==> src/hdl/wfrq_div.sv <==
// Restoring bit-serial divider, one quotient bit per cycle.
// Depends on nothing but its parameters.
`timescale 1ns / 1ps

module wfrq_div #(
   parameter int DVD_W = 44,
   parameter int DSR_W = 24
) (
   input  logic             clock,
   input  logic             reset,
   input  logic             start,
   input  logic [DVD_W-1:0] dividend,
   input  logic [DSR_W-1:0] divisor,
   output logic             done,
   output logic [DVD_W-1:0] quotient
);

   localparam int CNT_W = $clog2(DVD_W + 1);

   logic [CNT_W-1:0] cnt_ff, cnt_in;
   logic             busy_ff, busy_in;
   logic             done_ff, done_in;
   logic [DSR_W-1:0] rem_ff, rem_in;
   logic [DVD_W-1:0] quo_ff, quo_in;
   logic [DSR_W-1:0] dsr_ff, dsr_in;
   logic [DSR_W:0]   shifted;
   logic             fits;

   assign shifted = {rem_ff, quo_ff[DVD_W-1]};
   assign fits    = shifted >= {1'b0, dsr_ff};

   // shift in one dividend bit, subtract when it fits
   always_comb begin
      cnt_in  = cnt_ff;
      busy_in = busy_ff;
      done_in = 1'b0;
      rem_in  = rem_ff;
      quo_in  = quo_ff;
      dsr_in  = dsr_ff;
      if (start) begin
         cnt_in  = CNT_W'(DVD_W);
         busy_in = 1'b1;
         rem_in  = '0;
         quo_in  = dividend;
         dsr_in  = divisor;
      end else if (busy_ff) begin
         rem_in = fits ? DSR_W'(shifted - {1'b0, dsr_ff}) : shifted[DSR_W-1:0];
         quo_in = {quo_ff[DVD_W-2:0], fits};
         cnt_in = cnt_ff - 1'b1;
         if (cnt_ff == CNT_W'(1)) begin
            busy_in = 1'b0;
            done_in = 1'b1;
         end
      end
   end

   always_ff @(posedge clock) begin
      if (reset) begin
         cnt_ff  <= '0;
         busy_ff <= 1'b0;
         done_ff <= 1'b0;
      end else begin
         cnt_ff  <= cnt_in;
         busy_ff <= busy_in;
         done_ff <= done_in;
      end
      rem_ff <= rem_in;
      quo_ff <= quo_in;
      dsr_ff <= dsr_in;
   end

   assign done     = done_ff;
   assign quotient = quo_ff;

endmodule
==> config.mk <==
export PLATFORM = sky130hd
export DESIGN_NAME = wfrq_div
export DESIGN_NICKNAME = d
export VERILOG_FILES = /design/src/hdl/wfrq_div.sv
export SDC_FILE = /design/constraint.sdc
export NUM_CORES = 1
export LEC_CHECK = 0
export ABC_AREA = 1
export BUFFER_PORTS_ARGS = -buffer_cell sky130_fd_sc_hd__buf_4
export CELL_PAD_IN_SITES_DETAIL_PLACEMENT = 0
export CELL_PAD_IN_SITES_GLOBAL_PLACEMENT = 1
export CORE_MARGIN = 8
export CORE_UTILIZATION = 36
export DETAILED_ROUTE_END_ITERATION = 7
export PLACE_DENSITY = 0.81
export SETUP_SLACK_MARGIN = 0.2
export SLEW_MARGIN = 25
export SYNTH_ARGS = -nofsm -noshare
export SYNTH_HDL_FRONTEND = slang
export SYNTH_SLANG_ARGS = --single-unit
==> constraint.sdc <==
create_clock -name clock -period 2.61 [get_ports clock]
set_clock_uncertainty 0.1 [all_clocks]
set_input_delay 0 -clock clock [delete_from_list [all_inputs] [get_ports clock]]
set_output_delay 0 -clock clock [all_outputs]
set_load 0.03 [all_outputs]
Word level (Yosys, flattened, before mapping)
Index checks and enable logic that the tools add are counted. W data, S select, Z words.

Bits of input ports: 71. Output and inout port bits: 45. Bits in registers: 100. Word-level logic and storage cells: 24.

Add/subtract/negate cells: 2. Equal/unequal tests: 1. Reduce and logical (&&, ||, !) cells: 3. $lt $le $gt $ge: 1. Bitwise gates (word level): 1. Mux-type cells: 9.

Operators by type and width (count): $mux W44 (2); $ge A25 B24 Y1 (1); $mux W24 (1); $sub A24 B24 Y24 (1); $mux W6 (2); $eq A6 B1 Y1 const B (1); $sub A6 B1 Y6 const B (1); $mux W1 (4); $reduce_or A3 Y1 (1); $reduce_bool A2 Y1 (1); $reduce_or A2 Y1 (1); $not A1 Y1 (1).

Logic depth before layout (Yosys ltp)
Word-level depth: 4. Mapped depth: 17. Depth with buffers taken out: 16.

Least setup slack after synthesis
OpenSTA, ideal clock, no wires.

Path type: flip-flop to flip-flop. From: register busy_ff. To: register quo_ff[0], in the netlist quotient[0] (enable). Stages on the path, launching flop included: 5. Arrival time: 2030 ps. Path slack: 54 ps. Cell sequence: dfxtp_1 buf_2 nor2_1 inv_1 clkbuf_1.

Word-level cells in the longest chain between the ends: 1.

Ends and longest elaborated chain: start: declaration (RTL line 21) `logic busy_ff, busy_in;`; start signal: assignment (RTL line 64) `busy_ff <= busy_in;`; $reduce_bool A2 Y1 (no source line); end signal: assignment (RTL line 68) `quo_ff <= quo_in;`; end: declaration (RTL line 24) `logic [DVD_W-1:0] quo_ff, quo_in;`.

Every way passes these cells. A chain may end at the register's enable or synchronous reset.

Worst setup path in the final report
From: register quo_ff[43], in the netlist quotient[43]. To: register rem_ff[12].

Word-level cells in the longest chain between the ends: 2. Elaborated cells between the ends (all ways): 3. Those cells by class: add/sub: 1; order compare: 1; mux: 1.

Ends and longest elaborated chain: $sub A24 B24 Y24 or $ge A25 B24 Y1 (tied branches) (RTL line 47, 30); $mux W24 (*) (RTL line 47) `rem_in = fits ? DSR_W'(shifted - {1'b0, dsr_ff}) : shifted[DSR_W-1:0];`; end signal: assignment (RTL line 67) `rem_ff <= rem_in;`; end: declaration (RTL line 23) `logic [DSR_W-1:0] rem_ff, rem_in;`.

Every way passes the cells marked *; elsewhere a longest branch is shown, timed or not.

==> impl_metrics.py <==
metrics = {
    "logic_synthesis": {
        "synth-seq-cells": 100,
        "sequential_to_total_area_share_from_yosys_stat_pct": 44.55,
        "syn_area_per_cell_um2": 7.299,
        "mappedNetlistArea_um2": 6022,
        "ys_types": 35,
        "syn-num-nets": 923,
        "yosysWarningCount": 0,
        "postSynthCellCount": 825,
    },
    "routing": {
        "total_drc_errors_in_the_routed_layout": 0,
        "detail_route.iter0.violations": 298,
        "drt_pass1_iterations": 5,
        "antenna_left": 0,
        "wl_per_cell_um": 13.97,
        "postRouteWirelength_um": 17240,
        "viasPerCell": 4.563,
        "num_vias": 5631,
    },
    "pwr": {
        "cellPowerDensity_nw_per_um2": 491.8,
        "p_comb_share_pct": 20.2,
        "power.share.switching_pct": 29.41,
        "share_seq_of_total_power_pct": 47.2,
        "worst_case_vdd_ir_drop_mv": 0.3917,
        "total_leakage_power_nw": 4.216,
        "switching_power_mw": 1.178,
        "clock_power_share_pct": 32.7,
        "power_total_mw": 4.006,
        "internal_power_mw": 2.828,
    },
    "cts": {
        "cts_htree_levels": 3,
        "numCtsBuffers": 9,
        "worst_setup_hold_path_clk_slew_ns": 0.07,
        "tritoncts": "done",
        "clk-insertion-delay-late_ns": 0.36,
        "tritoncts_sink_count": 100,
        "ctsLongestPathBuffers": 2,
        "clock_tree.root_cell": "sky130_fd_sc_hd__clkbuf_16",
    },
    "placement": {
        "port-buffer-count": 115,
        "place_hpwl_um": 12590,
        "place.gp.congestion": 0.8700,
    },
    "final_layout": {
        "layout-drive-gt1-share_pct": 16.37,
        "flow.area_growth_from_synthesis_pct": 35.26,
        "antenna-diode-count": 0,
        "final_nets": 1108,
    },
    "setup_path": {
        "cp_class": "flip-flop to flip-flop",
        "kind_of_cell_with_the_highest_combined_delay_on_the_critical_path": "simple AND/OR/NAND/NOR gates",
        "cp_slowest_cell": "sky130_fd_sc_hd__edfxtp_1",
        "type_of_element_launching_the_critical_path": "flip-flop",
        "r2r_slack_ns": 0.38,
        "crit_path_frequent_cell": "sky130_fd_sc_hd__nand2_1",
        "cp_cell_sequence": "inv_1 > ha_1 > fa_2 > inv_1 > nand3_1 > nand3_4 > nand3_1 > nand2_2 > nand2_1 > nand2_1 > nand2_1 > nand2_1 > nand2_1 > nand3_1 > nand2_1",
        "cp.arrival_ns": 2.38,
        "crit_fanout": 4,
        "critical_path_required_ns": 2.76,
        "crit_path_max_cell_delay_ns": 0.37,
        "crit_path_end_kind": "flip-flop",
        "crit_buf_inv": 2,
    },
    "global_routing": {
        "grt_pass1_wl_um": 29210,
        "globalRouteOverflowTotal": 0,
        "grt_use_total_pct": 16.80,
        "grt_start_max_net_pins": 57,
        "antenna_found_initial": 0,
        "via_count_of_the_first_global_routing_pass": 5898,
    },
    "timing": {
        "fmaxAchievable_mhz": 447.5,
        "setup_tns_ns": 0,
        "setup_viol": 0,
        "slew-limit-headroom_pct": 66.26,
        "finalHoldWorstSlack_ns": 0.2603,
        "final_hold_viol_count": 0,
        "slew_viol_final": 0,
        "unrepaired_setup_endpoints_after_global_routing": "false",
        "worstMarginPinSlew_ns": 0.5061,
        "final.min_clock_period_ns": 2.235,
        "layout_worst_path_cycle_share_pct": 85.62,
    },
    "die": {
        "num_io_pins": 116,
        "row_count": 47,
        "core_area_um2": 16470,
        "overall_die_width_um": 145.3,
        "initial_utilization_pct": 36.57,
        "chipHeight_um": 145.3,
        "dieArea_um2": 21120,
    },
    "outcome": {
        "outcome": "finished clean",
    },
    "worst_hold_path": {
        "hold_path_class": "input port to flip-flop",
    },
    "run": {
        "drv.max_cap_violation_count": 0,
    },
}
## per-layer routing
layer | part of all wire, % | GRT usage (%)
met1 | 46 | 20.79
met2 | 44 | 27.15
met5 | 0 | 0
met4 | 1.1 | 3.280
met3 | 8.2 | 6.810
## layout make-up
cell class / count / area [µm²]
clock inverter: 6 / 58.81
inverter: 144 / 540.5
multi-input combinational: 559 / 2704
fill: 1655 / 8320
clock buffer: 9 / 225.2
tap: 220 / 275.3
timing repair buffer: 196 / 1659
sequential: 100 / 2683
## kinds of logic (layout without fill, tap and decap cells)
family	count (synthesis)	count (layout)	share of synthesized area, %
and+or+nand+nor	484	484	33.91
DFF	100	100	44.55
AOI/OAI and AO/OA	39	39	3.553
buffers and inverters	166	355	10.95
xor gates and xnor gates	9	9	1.309
adders and majority gates	27	27	5.734
## path summary, 6_finish.rpt
kind         cells past startpoint               startpoint                      end
max reg2reg                     15   quotient[43]$_DFFE_PP_  rem_ff[12]$_SDFFE_PP0P_
min                              2               divisor[2]      dsr_ff[2]$_DFFE_PP_
min reg2reg                      2  rem_ff[14]$_SDFFE_PP0P_  rem_ff[14]$_SDFFE_PP0P_
max                             15   quotient[43]$_DFFE_PP_  rem_ff[12]$_SDFFE_PP0P_
## flip-flops by register name, summed over array words and instances (netlist names)
signal / count
rem_ff: 24
cnt_ff: 6
busy_ff: 1
done: 1
quotient: 44
dsr_ff: 24
## power by group through the flow
stage	clock [mW]	sequential, mW	combinational [mW]
floorplan	0	2.05	0.281
global placement	0	1.92	0.721
detailed placement	0	1.92	0.724
CTS	1.34	1.89	0.808
global route	1.39	1.90	0.888
finish	1.31	1.89	0.807
## metrics by stage
| stage | area, µm² | cells | worst slack, ns | utilization [%] |
|---|---|---|---|---|
| after detailed placement | 7137 | 1149 | 0.2075 | 43.34 |
| final | 8145 | 1234 | 0.3754 | 49.47 |
| after global placement | 7137 | 1149 | 0.2222 | 43.34 |
| after floorplan | 6023 | 825 | 0.4007 | - |
| after global routing | 8145 | 1234 | 0.1859 | 49.47 |
| after CTS | 8127 | 1234 | 0.2818 | 49.35 |
## synthesized netlist by cell type
master / number / area, µm²
sky130_fd_sc_hd__a211oi_1: 1 / 7.510
sky130_fd_sc_hd__nand3b_1: 7 / 52.55
sky130_fd_sc_hd__inv_1: 143 / 536.8
sky130_fd_sc_hd__a31oi_1: 3 / 18.77
sky130_fd_sc_hd__nor3_2: 1 / 10.01
sky130_fd_sc_hd__a21oi_1: 16 / 80.08
sky130_fd_sc_hd__nand2_4: 1 / 11.26
sky130_fd_sc_hd__nor4_1: 2 / 12.51
sky130_fd_sc_hd__o21bai_1: 1 / 7.510
sky130_fd_sc_hd__inv_2: 1 / 3.750
sky130_fd_sc_hd__buf_6: 4 / 45.04
sky130_fd_sc_hd__nor3_1: 3 / 15.01
sky130_fd_sc_hd__o21ai_0: 7 / 35.03
sky130_fd_sc_hd__edfxtp_1: 68 / 2042
sky130_fd_sc_hd__nor2_1: 36 / 135.1
sky130_fd_sc_hd__clkbuf_1: 11 / 41.29
sky130_fd_sc_hd__nor2_2: 3 / 18.77
sky130_fd_sc_hd__fa_1: 1 / 20.02
sky130_fd_sc_hd__nand4_1: 6 / 37.54
sky130_fd_sc_hd__xor2_1: 1 / 8.760
sky130_fd_sc_hd__ha_1: 26 / 325.3
sky130_fd_sc_hd__o21ai_1: 8 / 40.04
sky130_fd_sc_hd__a21oi_2: 2 / 17.52
sky130_fd_sc_hd__nand2_2: 5 / 31.28
sky130_fd_sc_hd__buf_1: 2 / 7.510
sky130_fd_sc_hd__nand3_1: 68 / 340.3
sky130_fd_sc_hd__nand3b_4: 1 / 20.02
sky130_fd_sc_hd__nand2_1: 346 / 1299
sky130_fd_sc_hd__dfxtp_1: 32 / 640.6
sky130_fd_sc_hd__nor2_4: 2 / 22.52
sky130_fd_sc_hd__nand3_2: 2 / 20.02
sky130_fd_sc_hd__o31ai_1: 1 / 7.510
sky130_fd_sc_hd__buf_2: 5 / 25.02
sky130_fd_sc_hd__xnor2_1: 8 / 70.07
sky130_fd_sc_hd__nor3_4: 1 / 16.27
## cell usage in the layout, fill, tap and decap left out, types with 2 or more instances in the layout
cell type,n
sky130_fd_sc_hd__o21ai_0,7
sky130_fd_sc_hd__inv_2,2
sky130_fd_sc_hd__nor3_1,3
sky130_fd_sc_hd__nand4_1,6
sky130_fd_sc_hd__nor2_2,3
sky130_fd_sc_hd__a21oi_1,15
sky130_fd_sc_hd__clkbuf_16,9
sky130_fd_sc_hd__nor2_4,2
sky130_fd_sc_hd__buf_4,125
sky130_fd_sc_hd__nor4_1,2
sky130_fd_sc_hd__dlygate4sd3_1,70
sky130_fd_sc_hd__inv_1,142
sky130_fd_sc_hd__dfxtp_1,32
sky130_fd_sc_hd__nand3_2,2
sky130_fd_sc_hd__nor2_1,36
sky130_fd_sc_hd__nand2_2,7
sky130_fd_sc_hd__o21ai_1,8
sky130_fd_sc_hd__ha_1,26
sky130_fd_sc_hd__nand3_1,67
sky130_fd_sc_hd__nand2_1,344
sky130_fd_sc_hd__inv_6,3
sky130_fd_sc_hd__xnor2_1,8
sky130_fd_sc_hd__nand3b_1,7
sky130_fd_sc_hd__a21oi_2,3
sky130_fd_sc_hd__edfxtp_1,68
sky130_fd_sc_hd__a31oi_1,3
## worst reg2reg max path, stage by stage, from the launching register on
cell                       delay (ns)
sky130_fd_sc_hd__edfxtp_1        0.37
sky130_fd_sc_hd__inv_1           0.07
sky130_fd_sc_hd__ha_1            0.23
sky130_fd_sc_hd__fa_2            0.36
sky130_fd_sc_hd__inv_1           0.10
sky130_fd_sc_hd__nand3_1         0.12
sky130_fd_sc_hd__nand3_4         0.13
sky130_fd_sc_hd__nand3_1         0.10
sky130_fd_sc_hd__nand2_2         0.11
sky130_fd_sc_hd__nand2_1         0.09
sky130_fd_sc_hd__nand2_1         0.06
sky130_fd_sc_hd__nand2_1         0.05
sky130_fd_sc_hd__nand2_1         0.06
sky130_fd_sc_hd__nand2_1         0.05
sky130_fd_sc_hd__nand3_1         0.08
sky130_fd_sc_hd__nand2_1         0.05
## repair_timing
| action | in CTS | in global routing |
|---|---|---|
| hold buffers | 70 | 0 |
| endpoints found under the hold margin | 81 | 0 |
| buffers inserted | 0 | 0 |
| resized for setup | 1 | 5 |
| setup endpoints to repair | 2 | 4 |
| gates cloned | 0 | 0 |
(Power assumes the default switching activity.)
