## config.mk

```make
export PLATFORM = sky130hd
export DESIGN_NAME = wfrq_ram
export DESIGN_NICKNAME = d
export VERILOG_FILES = /design/src/hdl/wfrq_ram.sv
export SDC_FILE = /design/constraint.sdc
export NUM_CORES = 1
export LEC_CHECK = 0
export BUFFER_PORTS_ARGS = -buffer_cell sky130_fd_sc_hd__buf_2
export CAP_MARGIN = 15
export CORE_ASPECT_RATIO = 0.7
export CORE_MARGIN = 1
export CORE_UTILIZATION = 35
export CTS_CLUSTER_SIZE = 28
export DETAILED_ROUTE_END_ITERATION = 7
export PLACE_DENSITY = 0.55
export REMOVE_ABC_BUFFERS = 1
export SYNTH_ARGS = -nofsm -noshare
export SYNTH_HDL_FRONTEND = slang
export SYNTH_SLANG_ARGS = --single-unit
export TNS_END_PERCENT = 100
```

## constraint.sdc

```tcl
create_clock -name clock -period 1.6 [get_ports clock]
set_input_delay 0.08 -clock clock [delete_from_list [all_inputs] [get_ports clock]]
set_output_delay 0.08 -clock clock [all_outputs]
set_load 0.1 [all_outputs]
```

## src/hdl/wfrq_ram.sv

```systemverilog
// Generic simple dual-port RAM: one write port, one read port, registered read.
// No dependencies.
`timescale 1ns / 1ps

module wfrq_ram #(
   parameter int WIDTH = 8,
   parameter int DEPTH = 64
) (
   input  logic                     clock,
   input  logic                     we,
   input  logic [$clog2(DEPTH)-1:0] waddr,
   input  logic [WIDTH-1:0]         wdata,
   input  logic [$clog2(DEPTH)-1:0] raddr,
   output logic [WIDTH-1:0]         rdata
);

   logic [WIDTH-1:0] mem [DEPTH];

   // write and registered read
   always_ff @(posedge clock) begin
      if (we) begin
         mem[waddr] <= wdata;
      end
      rdata <= mem[raddr];
   end

endmodule

```

After elaboration in Yosys (flattened, before gate mapping)
Memory sizes are Yosys's and may differ from the RTL's. A register that Yosys moved wholly into a read port is not among the register bits.
Cells that the tools add are included.
{"block": "classes", "mux": 2}
{"operator": "1-bit two-way mux", "count": 2}
{"block": "word_totals", "mem_bits_rw": 512, "word_cells": 3, "ff_bits": 0, "memories": 1, "inputBits": 22}
{"memory": "mem", "depth": 64, "width": 8, "rd": 1, "rd_ports_with_merged_regs": 1, "write_ports": 1, "line_no": "17", "text": "logic [WIDTH-1:0] mem [DEPTH];"}

Longest topological paths before layout
Gate-level depths: netlist of run 1.
{"block": "depth", "ltp_word": 2, "ltp_mapped": 9, "ltp_nobuf": 5}

Worst setup path before layout of run 1
No wires, ideal clock.
{"block": "synth_timing", "kind": "in2reg", "start": "in raddr[1]", "end": "reg rdata[3], read port of mem", "stages": 7, "arrival_ps": 1620, "required_time_ps": 1472, "setup_time_ps": 128, "path_slack_ps": -148, "path_cell_list": "buf_4 -> buf_2 -> buf_2 -> mux4_2 -> mux4_2 -> o21ai_1 -> o41ai_1"}
{"item": "start: declaration", "line_no": "13", "text": "input logic [$clog2(DEPTH)-1:0] raddr,"}
{"item": "end: declaration", "line_no": "14", "text": "output logic [WIDTH-1:0] rdata"}

==> results.md, run 1 <==
* Synth cell types at 40
* Pint at between 20 and 25 mW
* Hold WC Path Type: input pin to flip-flop
* Vias per inst at around 5.2
* Fin crit period at 1.85 ns
* Total of max-cap violations at 0
* Top_reg_cell synth: edfxtp_1
* Area contributors post-synth: edfxtp_1 (76%), mux4_2 (14%), nor2_1 (1.5%), mux2i_1 (1.1%), dfxtp_1 (0.79%)
* Worst Path Required at 2.07 ns
* Fmax at 541 MHz
* Clock Power Share at 40.6%
* Row cnt at 73
* Post-synth top area share at roughly 76%
* Gr usage total at 17.0%
* Initial drt markers at 1,149
* Cell area power density at 1180 mW/mm^2
* Die width at 289 microns
* Routed wire per std cell at 25.5 microns
* Cell count after synthesis at 940
* Flop pwr share at between 50% and 60%
* Place WS at -0.530 ns
* Layout area overhead at 20.4%
* Clk buf depth at 3
* CTS Buf Count at 47
* H-tree level count at 2
* CTS root buf: clkbuf_16
* Layout cell share with drive strength beyond 1 at 37.2%
* Final Hold Fails at 0
* Cell taking the most area after synthesis: edfxtp_1
* Drt total wl at about 49,000 microns
* Failing checks: setup timing
* Slew @ Worst Pin at about 0.85 ns
* Worst-Skew Late Latency at 0.58 ns
* Post-synth ARST share at 0%
* Largest net degree at the start of global routing at 65
* Worst Hold Margin at 0.0327 ns
* Status: complete, but fails checks
* Initial Utilization at a little over a third
* Detail Route Antenna Nets at 0
* Critical Path AT at 2.32 ns
* Setup WS post-layout at -0.249 ns
* Total global routing overflow at 0
* DR vias at 10,200
* Initial antenna violation count at 2
* Vias in the first global route at around 10,000
* Port bufs at 29
* Final Skew at 0.0302 ns
* First-pass DRT Iterations at 4
* Worst slew margin relative to its limit at around 43%
* Critical path type: flip-flop to flip-flop
* RSZ-0062 raised after global routing: true
* CTS tree: built
* Critical Path Start Type: flip-flop
* Num ports at 30
* Clock tree sinks at between 500 and 600
* Leak at 7.88 nW
* Clock-pin slew on the worst setup and hold paths at 0.07 ns
* Sw Pwr at 6.18 mW
* Max Fanout on Critical Path at 1
* Synth warn at 0
* # DRC at 0
* Worst VDD drop at between 0.7 and 0.8 mV
* Yosys reg bits at 520
* Total die area at 0.0586 sq mm
* Post-Syn Area per Cell at 21.5 sq um
* DIE HEIGHT at slightly above 200 microns
* Switching Share at 21.6%
* Number of synthesized flops with an enable pin at 512
* Synthesized area at 0.0202 sq mm
* Combinational share of power at 6.6%
* Final Setup Violations at 8
* Fin. max-slew vios at 0
* First-pass GRT wire length at 71,500 microns
* Core Region at 0.0568 sq mm
* Post-detail-place hpwl at ~32,000 microns
* Layout Nets at 1,171
* CP Capture Type: flip-flop
* Sequential area share after synthesis at 77.0%
* Fin crit share at 116%
* Placer Congestion at 0.819
-- stage by stage --
stage / instances / setup TNS, ns / power [mW] / area (sq um) / util, %
after floorplan: 889 / -0.167 / 16.2 / 19900 / -
after global placement: 1848 / -3.74 / 17.3 / 22500 / 39.7
after detailed placement: 1848 / -3.91 / 17.3 / 22500 / 39.7
after CTS: 1935 / -1.52 / 28.9 / 24300 / 42.7
after global routing: 1935 / -1.83 / 29.5 / 24300 / 42.7
final: 1937 / -1.47 / 28.6 / 24300 / 42.7
-- cell usage after synthesis (all sizes together) (7+ instances only) --
| library cell | instances |
|---|---|
| edfxtp | 512 |
| mux4 | 126 |
| nor2 | 83 |
| buf | 34 |
| mux2i | 23 |
| nand2 | 19 |
| clkbuf | 17 |
| nor2b | 14 |
| mux2 | 13 |
| nand3 | 13 |
| dfxtp | 8 |
| o221ai | 8 |
| o22ai | 8 |
| nand2b | 7 |
| nor3 | 7 |
-- sequential cells by signal, summed over array words and instances, names as in the netlist --
register  count
rdata         8
mem         512
-- worst paths after layout --
check,startpoint,endpoint,slack (ns),cells past startpoint
setup / recovery,mem[3][0],rdata[0],-0.25,5
hold / removal,wdata[2],mem[26][2],0.03,2
setup reg to reg,mem[3][0],rdata[0],-0.25,5
hold reg to reg,mem[18][0],rdata[0],0.88,4
-- what timing repair did --
item	4_1_cts	5_1_grt
pin swaps	5	3
endpoints found under the hold margin	7	0
buffers inserted	0	0
setup endpoints to repair	10	8
hold buffers	3	0
resized for setup	25	2
-- placed cells by master, fill, tap and decap left out, types with 12 or more instances in the layout --
cell,Yosys,layout
mux2i_1,23,23
mux2_2,13,12
edfxtp_1,512,512
nand2_1,19,19
buf_4,13,163
buf_12,2,20
nand3_1,13,13
mux4_2,126,126
nor2b_1,14,13
clkbuf_16,0,48
nor2_1,83,78
buf_2,11,24
-- power by group through the flow --
stage | Sequential [mW] | Combinational (mW) | Clock (mW)
final | 15.1 | 1.90 | 11.6
after global placement | 15.4 | 1.84 | 0
after CTS | 15.1 | 1.91 | 11.9
after detailed placement | 15.4 | 1.86 | 0
after global routing | 15.1 | 2.01 | 12.4
after floorplan | 15.6 | 0.584 | 0
-- metal layers --
layer / global-route usage [%] / wire length [microns]
met1: 27.5 / 23900
met4: 3.82 / 858
met2: 23.0 / 20600
met3: 3.96 / 3930
met5: 0 / 0
-- critical path: stages (launching register included) --
cell and delay [ns]:
edfxtp_1 0.36, mux4_2 0.56, mux4_2 0.53, nor2_4 0.13
nor3_2 0.05, o2bb2ai_1 0.12
-- logic make-up (layout without fill, tap and decap cells) --
kind of cell           after synthesis  after routing  share of synthesized area [%]
flip-flops                         520            520                           77.0
multiplexers                       162            162                           15.9
AND/OR/NAND/NOR                    153            153                           3.39
AO/OA/AOI/OAI                       54             54                           2.07
buffers and inverters               51            296                           1.57
other                                0              2                              0
-- area by class of cell --
class	instances	area [sq um]
Timing Repair Buffer	211	1790
Fill cell	4935	32500
Sequential cell	520	15500
Antenna cell	2	5.00
Clock buffer	54	1220
Tap cell	750	938
Clock inverter	31	360
Multi-Input combinational cell	369	4420
No activity file was read; power rests on OpenSTA's default activity.
==> inputs of run 2 (changes only) <==
--- a/config.mk
+++ b/config.mk
@@ -12,7 +12,6 @@
 export CORE_UTILIZATION = 35
 export CTS_CLUSTER_SIZE = 28
 export DETAILED_ROUTE_END_ITERATION = 7
-export PLACE_DENSITY = 0.55
 export REMOVE_ABC_BUFFERS = 1
 export SYNTH_ARGS = -nofsm -noshare
 export SYNTH_HDL_FRONTEND = slang
==> run 2 against run 1 <==
- the flow still finishes with violations (setup timing)
- wire length is 4.9% lower
- core utilization is 0.34 points lower
- worst hold slack worse by 0.026 ns
- highest routed layer unchanged
==> results.md, run 2 (synthesis gave the netlist of run 1 again) <==
* Status: complete, but fails checks
* Failing checks: setup timing
* Cell area power density at 1170 mW/mm^2
* Critical Path Start Type: flip-flop
* Fin crit period at ~1.9 ns
* H-tree level count at 2
* Most frequent CP cell: mux4_2
* Fill count at 4,926
* Post-CTS Setup Bufs at 0
* Critical Path AT at 2.32 ns
* Register with the most flip-flops: mem
* Setup WS post-layout at -0.277 ns
* Clk buf depth at 3
* Critical path type: flip-flop to flip-flop
* Area of the multi-input gates at 0.00447 sq mm
* Die width at 289 microns
* Fin. max-slew vios at 0
* Num ports at 30
* CP delay by family, top: multiplexers
* Clock tree sinks at 520
* Layout Nets at approximately 1,200
* CP Buf/Inv Count at 0
* First-pass DRT Iterations at 5
* Worst r2r src: mem[3][1]
* Sw Pwr at roughly 6 mW
* Vias per inst at 5.20
* Fmax at between 500 and 600 MHz
* Clock Power Share at 39.5%
* Core Region at 0.0568 sq mm
* Hold_sp: wdata[1]
* Slew @ Worst Pin at 0.832 ns
* Leak at approximately 7.8 nW
* Largest net degree at the start of global routing at 65
* Initial antenna violation count at 1
* First-pass GRT wire length at slightly below 70,000 microns
* # DRC at 0
* Port bufs at 29
* Final Skew at 0.0202 ns
* Initial Utilization at 35.5%
* Worst slew margin relative to its limit at 44.5%
* Crit path cell chain: mux4_2 -> mux4_2 -> nor2_4 -> nor3_4 -> o2bb2ai_2
* Routed wire per std cell at 24.2 microns
* Crit path from: mem[3][1]
* Hold WC Path Type: input pin to flip-flop
* Worst VDD drop at about 0.71 mV
* Worst-Skew Late Latency at about 0.57 ns
* Drt total wl at 46,900 microns
* Most frequent cells in the layout: edfxtp_1 (512), buf_4 (170), mux4_2 (126), nor2_1 (80), clkbuf_16 (49)
* Flop pwr share at around 54%
* RSZ-0062 raised after global routing: true
* Vias in the first global route at 10,200
* Total global routing overflow at 0
* Total of max-cap violations at 0
* Combinational share of power at approximately 6.6%
* DIE HEIGHT at slightly above 200 microns
* N_diodes at 0
* Final Setup Violations at 8
* CTS root buf: clkbuf_16
* Sequential Area at 0.0155 sq mm
* Initial drt markers at 981
* Place WS at -0.695 ns
* CP Capture Type: flip-flop
* Total die area at 0.0586 sq mm
* CTS Buf Count at 47
* Worst Hold Margin at roughly 0.0066 ns
* Layout area overhead at 19.4%
* Max reg flops at 512
* Switching Share at 21.3%
* Pint at 22.1 mW
* Fin crit share at 117%
* Clock-pin slew on the worst setup and hold paths at 0.07 ns
* Layout cell share with drive strength beyond 1 at a little over a third
* Max Fanout on Critical Path at 1
* Final Hold Fails at 0
* Worst Path Required at 2.05 ns
* Commonest non-fill, non-tap cell in the layout: edfxtp_1
* Post-detail-place hpwl at 30,500 microns
* Biggest regs: mem: 512 flops, rdata: 8 flops
* Row cnt at 73
* DR vias at 10,100
* Gr usage total at between 10% and 20%
* CTS tree: built
* Slowest-stage cell, CP: mux4_2
* Placer Congestion at between 0.8 and 0.9
* Worst R2R Setup Slack at -0.28 ns
* Detail Route Antenna Nets at 0
* Slowest stage delay, CP at about 0.51 ns
-- run 2: worst paths after layout --
path / depth (start not counted) / to
worst max-delay path: 5 / rdata[1]
worst max register to register: 5 / rdata[1]
worst min-delay path: 1 / mem[17][1]
worst min register to register: 3 / rdata[6]
-- run 2: per-stage QoR --
step / instance area [sq um] / TNS (ns) / cells / util (%) / total power, mW
finish: 24100 / -1.39 / 1935 / 42.4 / 28.1
global route: 24100 / -1.79 / 1935 / 42.4 / 28.9
CTS: 24000 / -1.52 / 1933 / 42.2 / 28.3
detailed placement: 22400 / -4.46 / 1844 / 39.4 / 17.2
global placement: 22400 / -4.43 / 1844 / 39.4 / 17.2
floorplan: 19900 / -0.167 / 889 / - / 16.2
-- run 2: what timing repair did --
action                                  in CTS  in global routing
pin swaps                                    3                  3
endpoints found under the setup margin       8                  8
endpoints found under the hold margin       16                  0
gates cloned                                 0                  0
gates resized for setup                     24                  7
hold buffers                                 3                  0
-- run 2: layout make-up --
type / count / area share [%]
clock buffers: 60 / 5.31
clock inverters: 27 / 0.951
multi-input cells: 369 / 18.6
flip-flops and latches: 520 / 64.5
well taps: 750 / 3.90
repair buffers: 209 / 6.77
-- run 2: metal layers --
layer	share of wire [%]	vias to the layer above	track usage [%]
met2	42	339	22.1
met5	0	-	0
met4	1.8	0	3.61
met3	7.7	55	3.28
met1	49	5319	26.5
li1	-	4345	-
-- run 2: power groups by stage --
stage	registers [mW]	clock network [mW]	logic [mW]
2_1_floorplan	15.6	0	0.584
3_3_place_gp	15.4	0	1.76
3_5_place_dp	15.4	0	1.78
4_1_cts	15.1	11.3	1.83
5_1_grt	15.1	11.8	1.96
6_report	15.1	11.1	1.85
==> inputs of run 3 (changes only) <==
--- a/config.mk
+++ b/config.mk
@@ -7,7 +7,7 @@
 export LEC_CHECK = 0
 export BUFFER_PORTS_ARGS = -buffer_cell sky130_fd_sc_hd__buf_2
 export CAP_MARGIN = 15
-export CORE_ASPECT_RATIO = 0.7
+export CORE_ASPECT_RATIO = 1.1
 export CORE_MARGIN = 1
 export CORE_UTILIZATION = 35
 export CTS_CLUSTER_SIZE = 28
==> run 3 against run 2 <==
- the run still ends with setup timing left
- highest routed layer unchanged
- critical path depth stayed put
- power is 3.1% higher
- largest power group unchanged
- clock skew up 0.0032 ns
- flip-flop and latch count unchanged
- worst hold slack better by 0.0023 ns
- critical endpoint is now rdata[6]
- worst setup slack improved by 0.0068 ns
==> results.md, run 3 (synthesis gave the netlist of run 1 again) <==
* Clock tree sinks at 520
* Layout area overhead at 20.5%
* Worst slew margin relative to its limit at 46.8%
* Commonest non-fill, non-tap cell in the layout: edfxtp_1
* Row cnt at 91
* Largest net degree at the start of global routing at 65
* Max Fanout on Critical Path at 1
* N_diodes at 0
* Slowest stage delay, CP at ~0.5 ns
* Critical Path Start Type: flip-flop
* Core Region at 0.0565 sq mm
* First-pass DRT Iterations at 5
* Total global routing overflow at 0
* Post-CTS Setup Bufs at 0
* Fill count at 4,941
* Slew @ Worst Pin at 0.798 ns
* Fin crit share at 117%
* Initial antenna violation count at 0
* Hold WC Path Type: input pin to flip-flop
* Num ports at 30
* Vias per inst at around 5.2
* Worst VDD drop at slightly below 0.9 mV
* Worst Hold Margin at between 0.008 and 0.009 ns
* Worst Path Required at 2.04 ns
* Layout Nets at 1,166
* Status: complete, but fails checks
* Initial drt markers at about 800
* Register with the most flip-flops: mem
* Biggest regs: mem: 512 flops, rdata: 8 flops
* Clock-pin slew on the worst setup and hold paths at 0.07 ns
* Fin. max-slew vios at 0
* Final Setup Violations at 8
* Final Util at a little over two fifths
* Placed insts at between 1,500 and 2,000
* Critical Path AT at around 2.3 ns
* Fmax at 535 MHz
* Leak at 7.88 nW
* Detail Route Antenna Nets at 0
* Layout cell share with drive strength beyond 1 at 36.8%
* Most frequent cells in the layout: edfxtp_1 (512), buf_4 (160), mux4_2 (126), nor2_1 (81), clkbuf_16 (51)
* Die width at 231 microns
* Total of max-cap violations at 0
* Final Hold Fails at 0
* Fin crit period at 1.87 ns
* Total die area at slightly below 0.06 sq mm
* RSZ-0062 raised after global routing: true
* Crit path cell chain: mux4_2 -> mux2_4 -> o221a_4 -> nor3_4 -> o32ai_1
* DR vias at ~10,000
* Placer Congestion at 0.802
* CTS root buf: clkbuf_16
* Critical path type: flip-flop to flip-flop
* First-pass GRT wire length at around 70,000 microns
* Routed wire per std cell at between 20 and 25 microns
* Clk buf depth at 3
* Post-detail-place hpwl at 30,100 microns
* Failing checks: setup timing
* DIE HEIGHT at between 200 and 300 microns
* Vias in the first global route at 10,400
* Initial Utilization at between 30% and 40%
* Cell area power density at 1190 mW/mm^2
* # DRC at 0
* Max reg flops at 512
* Drt total wl at 46,800 microns
* CTS tree: built
* Final Skew at 0.0234 ns
* Gr usage total at 16.3%
* Slowest-stage cell, CP: mux4_2
* H-tree level count at 2
* Place WS at -0.969 ns
* CTS Buf Count at just under 50
* CP Capture Type: flip-flop
* Port bufs at 29
* Post-route non-filler standard cell count at between 1,500 and 2,000
* Setup WS post-layout at -0.271 ns
* Worst-Skew Late Latency at 0.58 ns
[run 3: cell type report]
cell class | count | area, sq um | share of cell area (%)
multi-input cells | 369 | 4520 | 18.6
well taps | 744 | 931 | 3.83
repair buffers | 204 | 1660 | 6.83
clock buffers | 65 | 1340 | 5.51
flip-flops and latches | 520 | 15500 | 63.9
clock inverters | 25 | 308 | 1.27
[run 3: repair_timing]
| item | in CTS | in global routing |
|---|---|---|
| endpoints found under the setup margin | 8 | 9 |
| endpoints found under the hold margin | 2 | 0 |
| pin swaps | 10 | 4 |
| hold buffers | 1 | 0 |
| gates cloned | 0 | 0 |
| gates resized for setup | 30 | 9 |
[run 3: metal layers]
metal,vias to the layer above,share of wire (%),track usage [%]
met1,5354,42,22.3
met4,0,1.8,3.97
met3,61,6.0,2.66
met2,280,50,27.2
met5,-,0,0
li1,4331,-,-
[run 3: worst max-delay path, delay by kind of cell (launching register included)]
| kind | cells | cell delay (ns) |
|---|---|---|
| AOI/OAI and AO/OA | 2 | 0.40 |
| muxes | 2 | 0.80 |
| and+or+nand+nor | 1 | 0.16 |
| DFF | 1 | 0.37 |
[run 3: through the flow]
stage / power, mW / TNS, ns / area [sq um]
after floorplan: 16.2 / -0.167 / 19900
after global placement: 17.2 / -4.92 / 22400
after detailed placement: 17.2 / -5.21 / 22400
after CTS: 29.1 / -1.80 / 24200
after global routing: 29.7 / -1.82 / 24300
final: 28.9 / -1.53 / 24300
[run 3: final timing paths]
path              startpoint    endpoint  slack (ns)  depth (start not counted)
setup / recovery  mem[16][6]    rdata[6]       -0.27                          5
hold / removal      wdata[7]  mem[38][7]       0.009                          2
setup reg to reg  mem[16][6]    rdata[6]       -0.27                          5
hold reg to reg   mem[27][6]    rdata[6]        0.83                          3
[run 3: where the power goes]
| part | internal, mW | switching [mW] |
|---|---|---|
| Clock | 7.02 | 4.90 |
| Sequential | 15.1 | 0.0482 |
| Combinational | 0.732 | 1.15 |
